## src/rtl/boa_pkg.sv

```systemverilog
`default_nettype none
// ----------------------------------------------------------------------------
// Bitmap offset allocator package
// Shared command codes, widths and the controller/datapath interface types.
// ----------------------------------------------------------------------------
package boa_pkg;

    localparam int OFS_W   = 10;
    localparam int SIZE_W  = 11;
    localparam int CMD_W   = 3;
    localparam int MAP_W   = 32;
    localparam int BIT_W   = 5;
    localparam int OFS_SPACE = 1024;

    typedef enum logic [CMD_W-1:0] {
        CMD_QUERY   = 3'd0,
        CMD_ALLOC   = 3'd1,
        CMD_FIRST   = 3'd2,
        CMD_REVERSE = 3'd3,
        CMD_LAST    = 3'd4,
        CMD_FREE    = 3'd5
    } cmd_t;

    localparam logic CFG_START = 1'b0;
    localparam logic CFG_SIZE  = 1'b1;

    typedef struct packed {
        logic load;
        logic step;
        logic finish;
    } ctl_t;

    typedef struct packed {
        logic is_search;
        logic span_ok;
        logic hit;
        logic last;
    } sts_t;

endpackage

`default_nettype wire

```

## src/rtl/boa_ctrl.sv

```systemverilog
`default_nettype none
// ----------------------------------------------------------------------------
// Bitmap offset allocator controller
// Sequences one command: load, then one map word per cycle until it ends.
// ----------------------------------------------------------------------------
module boa_ctrl
(
    input  wire logic          clk,
    input  wire logic          rst_n,
    input  wire logic          start,
    output logic               busy,
    output logic               done,
    input  boa_pkg::sts_t      sts,
    output boa_pkg::ctl_t      ctl
);
    import boa_pkg::*;

    typedef enum logic {
        ST_IDLE,
        ST_EXEC
    } state_t;

    state_t state_reg;
    state_t state_next;
    logic   done_reg;
    logic   done_next;
    logic   finish;

    assign finish = !sts.is_search || !sts.span_ok || sts.hit || sts.last;

    always_comb
    begin
        ctl        = '0;
        state_next = state_reg;
        done_next  = 1'b0;
        unique case (state_reg)
            ST_IDLE:
            begin
                if (start)
                begin
                    ctl.load   = 1'b1;
                    state_next = ST_EXEC;
                end
            end
            ST_EXEC:
            begin
                ctl.step   = 1'b1;
                ctl.finish = finish;
                if (finish)
                begin
                    done_next  = 1'b1;
                    state_next = ST_IDLE;
                end
            end
            default:
            begin
                state_next = ST_IDLE;
            end
        endcase
    end

    always_ff @(posedge clk or negedge rst_n)
    begin
        if (!rst_n)
        begin
            state_reg <= ST_IDLE;
            done_reg  <= 1'b0;
        end
        else
        begin
            state_reg <= state_next;
            done_reg  <= done_next;
        end
    end

    assign busy = (state_reg != ST_IDLE);
    assign done = done_reg;

endmodule

`default_nettype wire

```

## src/rtl/boa_datapath.sv

```systemverilog
`default_nettype none
// ----------------------------------------------------------------------------
// Bitmap offset allocator datapath
// Holds the used-bit map as 32-bit words, the search bounds and the result.
// ----------------------------------------------------------------------------
module boa_datapath
#(
    parameter int POOL_BITS = 1024
)
(
    input  wire logic                          clk,
    input  wire logic                          rst_n,
    input  boa_pkg::ctl_t                      ctl,
    output boa_pkg::sts_t                      sts,
    input  wire logic [boa_pkg::CMD_W-1:0]     command,
    input  wire logic [boa_pkg::OFS_W-1:0]     target,
    input  wire logic [boa_pkg::OFS_W-1:0]     range_start,
    input  wire logic [boa_pkg::SIZE_W-1:0]    range_size,
    output logic                               ok,
    output logic [boa_pkg::OFS_W-1:0]          granted
);
    import boa_pkg::*;

    localparam int EFF_BITS = (POOL_BITS < OFS_SPACE) ? POOL_BITS : OFS_SPACE;
    localparam int NWORDS   = (EFF_BITS + MAP_W - 1) / MAP_W;
    localparam int WI       = (NWORDS > 1) ? $clog2(NWORDS) : 1;

    function automatic logic [BIT_W-1:0] lowest_set(input logic [MAP_W-1:0] v);
        logic [BIT_W-1:0] idx;
        idx = '0;
        for (int i = MAP_W - 1; i >= 0; i--)
        begin
            if (v[i])
            begin
                idx = BIT_W'(i);
            end
        end
        return idx;
    endfunction

    function automatic logic [BIT_W-1:0] highest_set(input logic [MAP_W-1:0] v);
        logic [BIT_W-1:0] idx;
        idx = '0;
        for (int i = 0; i < MAP_W; i++)
        begin
            if (v[i])
            begin
                idx = BIT_W'(i);
            end
        end
        return idx;
    endfunction

    logic [MAP_W-1:0]  map_reg [NWORDS];

    cmd_t              cmd_reg;
    logic [OFS_W-1:0]  target_reg;
    logic [OFS_W-1:0]  lo_reg;
    logic [OFS_W-1:0]  hi_reg;
    logic [WI-1:0]     word_reg;
    logic              span_ok_reg;
    logic              ok_reg;
    logic [OFS_W-1:0]  granted_reg;

    cmd_t              cmd_in;
    logic [SIZE_W:0]   top_sum;
    logic [SIZE_W-1:0] top;
    logic [OFS_W-1:0]  top_m1;
    logic              tgt_in;
    logic              range_ne;
    logic [OFS_W-1:0]  lo_next;
    logic [OFS_W-1:0]  hi_next;
    logic              span_ok_next;
    logic              down_next;

    logic              is_search;
    logic              is_down;
    logic [WI-1:0]     lo_word;
    logic [WI-1:0]     hi_word;
    logic [MAP_W-1:0]  cur_word;
    logic [MAP_W-1:0]  lo_mask;
    logic [MAP_W-1:0]  hi_mask;
    logic [MAP_W-1:0]  cand;
    logic [BIT_W-1:0]  hit_bit;
    logic              tgt_used;
    logic              single_ok;
    logic [MAP_W-1:0]  new_word;

    assign cmd_in   = cmd_t'(command);
    assign top_sum  = {2'b00, range_start} + {1'b0, range_size};
    assign top      = (top_sum > (SIZE_W + 1)'(EFF_BITS)) ? SIZE_W'(EFF_BITS)
                                                          : top_sum[SIZE_W-1:0];
    assign top_m1   = OFS_W'(top - SIZE_W'(1));
    assign tgt_in   = {1'b0, target} < top;
    assign range_ne = top > {1'b0, range_start};

    always_comb
    begin
        lo_next      = target;
        hi_next      = target;
        span_ok_next = tgt_in;
        down_next    = 1'b0;
        unique case (cmd_in)
            CMD_FIRST:
            begin
                lo_next      = range_start;
                hi_next      = top_m1;
                span_ok_next = range_ne;
            end
            CMD_REVERSE:
            begin
                lo_next      = range_start;
                hi_next      = target;
                span_ok_next = tgt_in && (target >= range_start);
                down_next    = 1'b1;
            end
            CMD_LAST:
            begin
                lo_next      = range_start;
                hi_next      = top_m1;
                span_ok_next = range_ne;
                down_next    = 1'b1;
            end
            default:
            begin
                lo_next = target;
            end
        endcase
    end

    assign is_search = (cmd_reg == CMD_FIRST) || (cmd_reg == CMD_REVERSE)
                    || (cmd_reg == CMD_LAST);
    assign is_down   = (cmd_reg == CMD_REVERSE) || (cmd_reg == CMD_LAST);
    assign lo_word   = lo_reg[BIT_W +: WI];
    assign hi_word   = hi_reg[BIT_W +: WI];
    assign cur_word  = map_reg[word_reg];

    assign lo_mask = (word_reg == lo_word) ? ({MAP_W{1'b1}} << lo_reg[BIT_W-1:0])
                                           : {MAP_W{1'b1}};
    assign hi_mask = (word_reg == hi_word)
                   ? ({MAP_W{1'b1}} >> (BIT_W'(MAP_W - 1) - hi_reg[BIT_W-1:0]))
                   : {MAP_W{1'b1}};
    assign cand    = ~cur_word & lo_mask & hi_mask;
    assign hit_bit = is_down ? highest_set(cand) : lowest_set(cand);

    assign tgt_used = cur_word[target_reg[BIT_W-1:0]];

    always_comb
    begin
        single_ok = 1'b0;
        new_word  = cur_word;
        unique case (cmd_reg) inside
            CMD_QUERY:
            begin
                single_ok = span_ok_reg && tgt_used;
            end
            CMD_ALLOC:
            begin
                single_ok = span_ok_reg && !tgt_used;
                new_word[target_reg[BIT_W-1:0]] = 1'b1;
            end
            CMD_FREE:
            begin
                single_ok = span_ok_reg && tgt_used;
                new_word[target_reg[BIT_W-1:0]] = 1'b0;
            end
            CMD_FIRST, CMD_REVERSE, CMD_LAST:
            begin
                single_ok = 1'b0;
                new_word[hit_bit] = 1'b1;
            end
            default:
            begin
                single_ok = 1'b0;
            end
        endcase
    end

    assign sts.is_search = is_search;
    assign sts.span_ok   = span_ok_reg;
    assign sts.hit       = |cand;
    assign sts.last      = is_down ? (word_reg == lo_word) : (word_reg == hi_word);

    always_ff @(posedge clk)
    begin
        if (ctl.load)
        begin
            cmd_reg     <= cmd_in;
            target_reg  <= target;
            lo_reg      <= lo_next;
            hi_reg      <= hi_next;
            span_ok_reg <= span_ok_next;
            word_reg    <= down_next ? hi_next[BIT_W +: WI] : lo_next[BIT_W +: WI];
        end
        else if (ctl.step && !ctl.finish)
        begin
            word_reg <= is_down ? (word_reg - WI'(1)) : (word_reg + WI'(1));
        end

        if (ctl.step && ctl.finish)
        begin
            if (is_search)
            begin
                ok_reg      <= span_ok_reg && sts.hit;
                granted_reg <= (span_ok_reg && sts.hit)
                             ? OFS_W'({word_reg, hit_bit}) : target_reg;
            end
            else
            begin
                ok_reg      <= single_ok;
                granted_reg <= target_reg;
            end
        end
    end

    always_ff @(posedge clk or negedge rst_n)
    begin
        if (!rst_n)
        begin
            for (int i = 0; i < NWORDS; i++)
            begin
                map_reg[i] <= '0;
            end
        end
        else if (ctl.step && ctl.finish)
        begin
            if ((is_search && span_ok_reg && sts.hit) || (!is_search && single_ok
                && (cmd_reg == CMD_ALLOC || cmd_reg == CMD_FREE)))
            begin
                map_reg[word_reg] <= new_word;
            end
        end
    end

    assign ok      = ok_reg;
    assign granted = granted_reg;

endmodule

`default_nettype wire

```

## src/rtl/bitmap_offset_allocator.sv

```systemverilog
`default_nettype none
// ----------------------------------------------------------------------------
// Bitmap offset allocator
// Tracks used offsets in a bitmap and hands out, checks and releases them.
// ----------------------------------------------------------------------------
// A command word (command, target) is taken at a rising edge with start high
// and busy low. Each command gives one result word (ok, granted), shown for
// exactly one cycle while done is high; the receiver cannot stall it.
// Query, designated alloc and free finish in one map access. Searches scan the
// map one 32-bit word per cycle through a priority encoder, from the range
// bottom up or from the upper bound down, and stop at the first free bit or
// the last word of the span. A new command may be started in the cycle in
// which done is high.
// The range registers are written through cfg_write, cfg_index and cfg_data;
// the user is to write them only while no command is in flight, and the
// block itself does not enforce this. Reset clears the whole map and sets
// the range to start 0 and size 1024.
// ----------------------------------------------------------------------------
module bitmap_offset_allocator
#(
    parameter int POOL_BITS = 1024
)
(
    input  wire logic                          clk,
    input  wire logic                          rst_n,
    input  wire logic                          start,
    output logic                               busy,
    input  wire logic [boa_pkg::CMD_W-1:0]     command,
    input  wire logic [boa_pkg::OFS_W-1:0]     target,
    output logic                               done,
    output logic                               ok,
    output logic [boa_pkg::OFS_W-1:0]          granted,
    input  wire logic                          cfg_write,
    input  wire logic                          cfg_index,
    input  wire logic [boa_pkg::SIZE_W-1:0]    cfg_data
);
    import boa_pkg::*;

    logic [OFS_W-1:0]  range_start_reg;
    logic [SIZE_W-1:0] range_size_reg;
    ctl_t              ctl;
    sts_t              sts;

    always_ff @(posedge clk or negedge rst_n)
    begin
        if (!rst_n)
        begin
            range_start_reg <= '0;
            range_size_reg  <= SIZE_W'(OFS_SPACE);
        end
        else if (cfg_write)
        begin
            unique case (cfg_index)
                CFG_START: range_start_reg <= cfg_data[OFS_W-1:0];
                CFG_SIZE:  range_size_reg  <= cfg_data;
                default:   range_size_reg  <= range_size_reg;
            endcase
        end
    end

    boa_ctrl u_ctrl
    (
        .clk   (clk),
        .rst_n (rst_n),
        .start (start),
        .busy  (busy),
        .done  (done),
        .sts   (sts),
        .ctl   (ctl)
    );

    boa_datapath
    #(
        .POOL_BITS (POOL_BITS)
    )
    u_datapath
    (
        .clk         (clk),
        .rst_n       (rst_n),
        .ctl         (ctl),
        .sts         (sts),
        .command     (command),
        .target      (target),
        .range_start (range_start_reg),
        .range_size  (range_size_reg),
        .ok          (ok),
        .granted     (granted)
    );

endmodule

`default_nettype wire
```

## config.mk

```make
export PLATFORM = sky130hd
export DESIGN_NAME = bitmap_offset_allocator
export DESIGN_NICKNAME = d
export VERILOG_FILES = /design/src/rtl/boa_pkg.sv /design/src/rtl/boa_ctrl.sv /design/src/rtl/boa_datapath.sv /design/src/rtl/bitmap_offset_allocator.sv
export SDC_FILE = /design/constraint.sdc
export NUM_CORES = 2
export LEC_CHECK = 0
export ABC_CLOCK_PERIOD_IN_PS = 4700
export BUFFER_PORTS_ARGS = -buffer_cell sky130_fd_sc_hd__buf_2
export CAP_MARGIN = 0
export CORE_MARGIN = 3
export CORE_UTILIZATION = 58
export DETAILED_ROUTE_END_ITERATION = 6
export PLACE_DENSITY = 0.77
export SYNTH_ARGS = -nofsm -noshare
export SYNTH_HDL_FRONTEND = slang
export SYNTH_SLANG_ARGS = --single-unit
```

## constraint.sdc

```tcl
create_clock -name clk -period 4.7 [get_ports clk]
set_input_delay 0.47 -clock clk [delete_from_list [all_inputs] [get_ports clk]]
set_output_delay 0.47 -clock clk [all_outputs]
set_load 0.05 [all_outputs]
```

==> flow_summary.json <==
{
  "status": "finished with violations",
  "violations": "design-rule violations, negative setup slack",
  "synth_commonest_cells": "dfrtp_1, mux2_2, mux2i_1",
  "critPathMostFrequentCell": "buf_4",
  "wl_per_cell_um": 33.0,
  "die_area_um2": 97100,
  "power_density_nw_per_um2": 315,
  "max_stage_delay_ps": 460,
  "crit_path_max_fanout": 12,
  "synthFlopType": "dfrtp_1",
  "r2r-start": "u_datapath.word_reg[1]",
  "hold_depth": 1,
  "num_vias": 42193,
  "num_rows": 111,
  "pin_count": 42,
  "fmax_mhz": 190,
  "rsz0062_at_grt": "yes",
  "post-route-drc-count": 17,
  "finalSetupViolCount": 1025,
  "hold_end": "u_datapath.target_reg[9]",
  "synth_area_per_cell_um2": 12.8,
  "grt_pass1_wl_um": 284000,
  "synth_seq_area_share_pct": 51.2,
  "grt_max_degree": 114,
  "min_from": "target[9]",
  "end_kind": "flop",
  "netlist_top_cells_area": "dfrtp_1, mux2_2, mux2i_1",
  "synth-edff-count": 50,
  "final_cells": 6101,
  "final.period_utilization_pct": 112,
  "yosysTopAreaCell": "dfrtp_1",
  "arrival_ps": 5870,
  "syn_area_um2": 54200,
  "min_period_ps": 5260,
  "fp.dieW_um": 312,
  "utilization_pct": 74.4,
  "path_cells": "buf_2, buf_4, nand4bb_4, buf_12, buf_6, o22ai_1, nor4_2, nand2_2, buf_4, mux4_2, a22o_1, a2111oi_4, buf_4, a22oi_2, o211ai_2, and3_4, buf_6, nand4_4, clkbuf_16, mux2_2",
  "r2r_setup_slack_ps": -560,
  "antenna_found_initial": 9,
  "cts_root_buf": "clkbuf_16",
  "synth.most_common_cell": "dfrtp_1",
  "crit_type": "flop to flop",
  "htree_levels": 3,
  "synthArstFlopShare_pct": 95.4,
  "synth_top_area_share_pct": 48.3,
  "hold_class": "input pin to flop",
  "hold_viol": 0,
  "place.gp.congestion": 1.02,
  "clock_skew_ps": 36.7,
  "synth-seq-cells": 1097,
  "io_buffers": 41,
  "relSlewSlack_pct": 30.6,
  "cts_tree": "yes",
  "core_um2": 92100,
  "hpwl_um": 117000,
  "initial_core_util_pct": 58.8,
  "drtAntennaViolNets": 0,
  "dieHeight_um": 312,
  "viasPerCell": 6.92,
  "firstDrtPassIters": 7,
  "drv_cap": 0,
  "drv_slew": 0,
  "grt-ovfl-total": 0,
  "synth_fp_nets": 4293,
  "syn_inst": 4220,
  "largest_reg_flops": 1024,
  "reg2reg_to": "u_datapath.map_reg[1011]",
  "cts_buffers": 109,
  "dp_cells": 5714,
  "fillers": 5274,
  "nets": 4831,
  "clock_latency_ps": 730,
  "ys_warn_count": 0,
  "r2r_cells": 20,
  "cp.required_ps": 5310,
  "cts.sinks": 1097,
  "cp_slowest_cell": "mux4_2",
  "power.leakage_nw": 33.4,
  "grt_pass1_vias": 42830,
  "tightest_slew_ps": 1030,
  "routed_wl_um": 201000,
  "clk_pin_slew_worst_paths_ps": 70,
  "fin_ws_ps": -555,
  "grt_usage_pct": 39.4,
  "vdd_drop_max_v": 0.000393,
  "drtIter0Drc": 5226,
  "clk_path_buf_depth": 3,
  "final_layout_size_suffix_gt1_share_pct": 45.8,
  "crit_path_start_kind": "flop",
  "synth_cell_types": 87,
  "area_growth_pct": 26.6
}
layer usage:
| layer | part of all wire (%) | vias up | global-route usage (%) |
|---|---|---|---|
| met4 | 8.7 | 4 | 27.4 |
| met3 | 12 | 1008 | 11.2 |
| met1 | 36 | 21330 | 49.5 |
| met5 | 0.013 | - | 0.198 |
| li1 | - | 16839 | - |
| met2 | 44 | 3012 | 59.1 |
layout make-up:
cell class | count | area, µm² | area share [%]
sequential | 1097 | 27700 | 40.4
clock buffer | 169 | 3310 | 4.83
inverter | 42 | 158 | 0.230
antenna | 11 | 27.5 | 0.0402
multi-input combinational | 2714 | 26200 | 38.3
timing repair buffer | 794 | 9190 | 13.4
clock inverter | 31 | 365 | 0.533
tap | 1243 | 1560 | 2.27
logic make-up (layout without fill, tap and decap cells):
kind of cell | count (synthesis) | in the layout | synth area share [%]
other | 0 | 11 | 0
multiplexers | 1566 | 1566 | 31.7
AO/OA/AOI/OAI | 598 | 598 | 7.26
buffers and inverters | 409 | 1036 | 3.63
XOR/XNOR | 23 | 23 | 0.372
AND/OR/NAND/NOR | 483 | 483 | 4.81
adder cells (fa/ha/maj) | 44 | 44 | 1.04
flip-flops | 1097 | 1097 | 51.2
report_power, final:
| part | switching, mW | internal [mW] |
|---|---|---|
| clock | 3.88 | 5.12 |
| sequential | 0.0770 | 9.62 |
| combinational | 1.66 | 1.22 |
| total | 5.62 | 16.0 |
layout by cell type, fill, tap and decap left out, drive strengths merged, types with 17 or more instances in the layout:
cell type  synthesis  routed
dfrtp           1046    1046
mux2            1044    1044
buf              249     760
mux2i            515     515
o22ai            301     301
clkbuf           118     176
nand2            115     115
nor2              88      88
o21ai             80      80
nor4              67      67
a21oi             55      55
edfxtp            50      50
ha                42      42
inv               40      42
nand3             36      36
nand4             35      35
clkinv             2      26
a21o              24      24
o2111ai           23      23
and2              21      21
nor3              20      20
or3               18      18
nor2b             17      17
through the flow:
stage / setup slack, ps / power [mW] / cell area [µm²] / hold slack, ps / TNS (ps)
detailed placement: -979 / 12.3 / 60500 / 480 / -597200
global route: -542 / 22.1 / 68500 / 34.3 / -411410
finish: -555 / 21.6 / 68500 / 28.6 / -397920
floorplan: 4.67 / 11.1 / 54200 / 174 / 0
CTS: -213 / 21.4 / 67900 / 7.52 / -93580
global placement: -953 / 12.3 / 60500 / 472 / -551450
how the worst max path moves through the flow:
stage                           start                        to  slack (ps)  depth (start not counted)
5_1_grt        u_datapath.word_reg[0]  u_datapath.map_reg[1011]        -540                         20
3_3_place_gp   u_datapath.word_reg[0]   u_datapath.map_reg[178]        -950                         20
4_1_cts             range_size_reg[0]    u_datapath.span_ok_reg        -210                         21
3_5_place_dp   u_datapath.word_reg[1]   u_datapath.map_reg[181]        -980                         17
6_report       u_datapath.word_reg[1]  u_datapath.map_reg[1011]        -560                         20
2_1_floorplan      range_start_reg[0]    u_datapath.span_ok_reg           5                         23
critical path, delay by kind of cell, from the launching register on:
kind | cells | cell delay (ps)
flops | 1 | 440
simple gates | 5 | 1330
compound gates | 5 | 920
mux | 2 | 770
buf+inv | 8 | 1600
repair_timing:
action                                 in CTS  in global routing
hold buffers                               16                  0
setup endpoints to repair                1025               1026
gates resized for setup                   360                 70
cloned                                     34                  7
endpoints found under the hold margin      94                  0
buffers inserted                          116                 10
pin swaps                                  60                  8
Note: power is estimated with default switching activity, not from simulation.
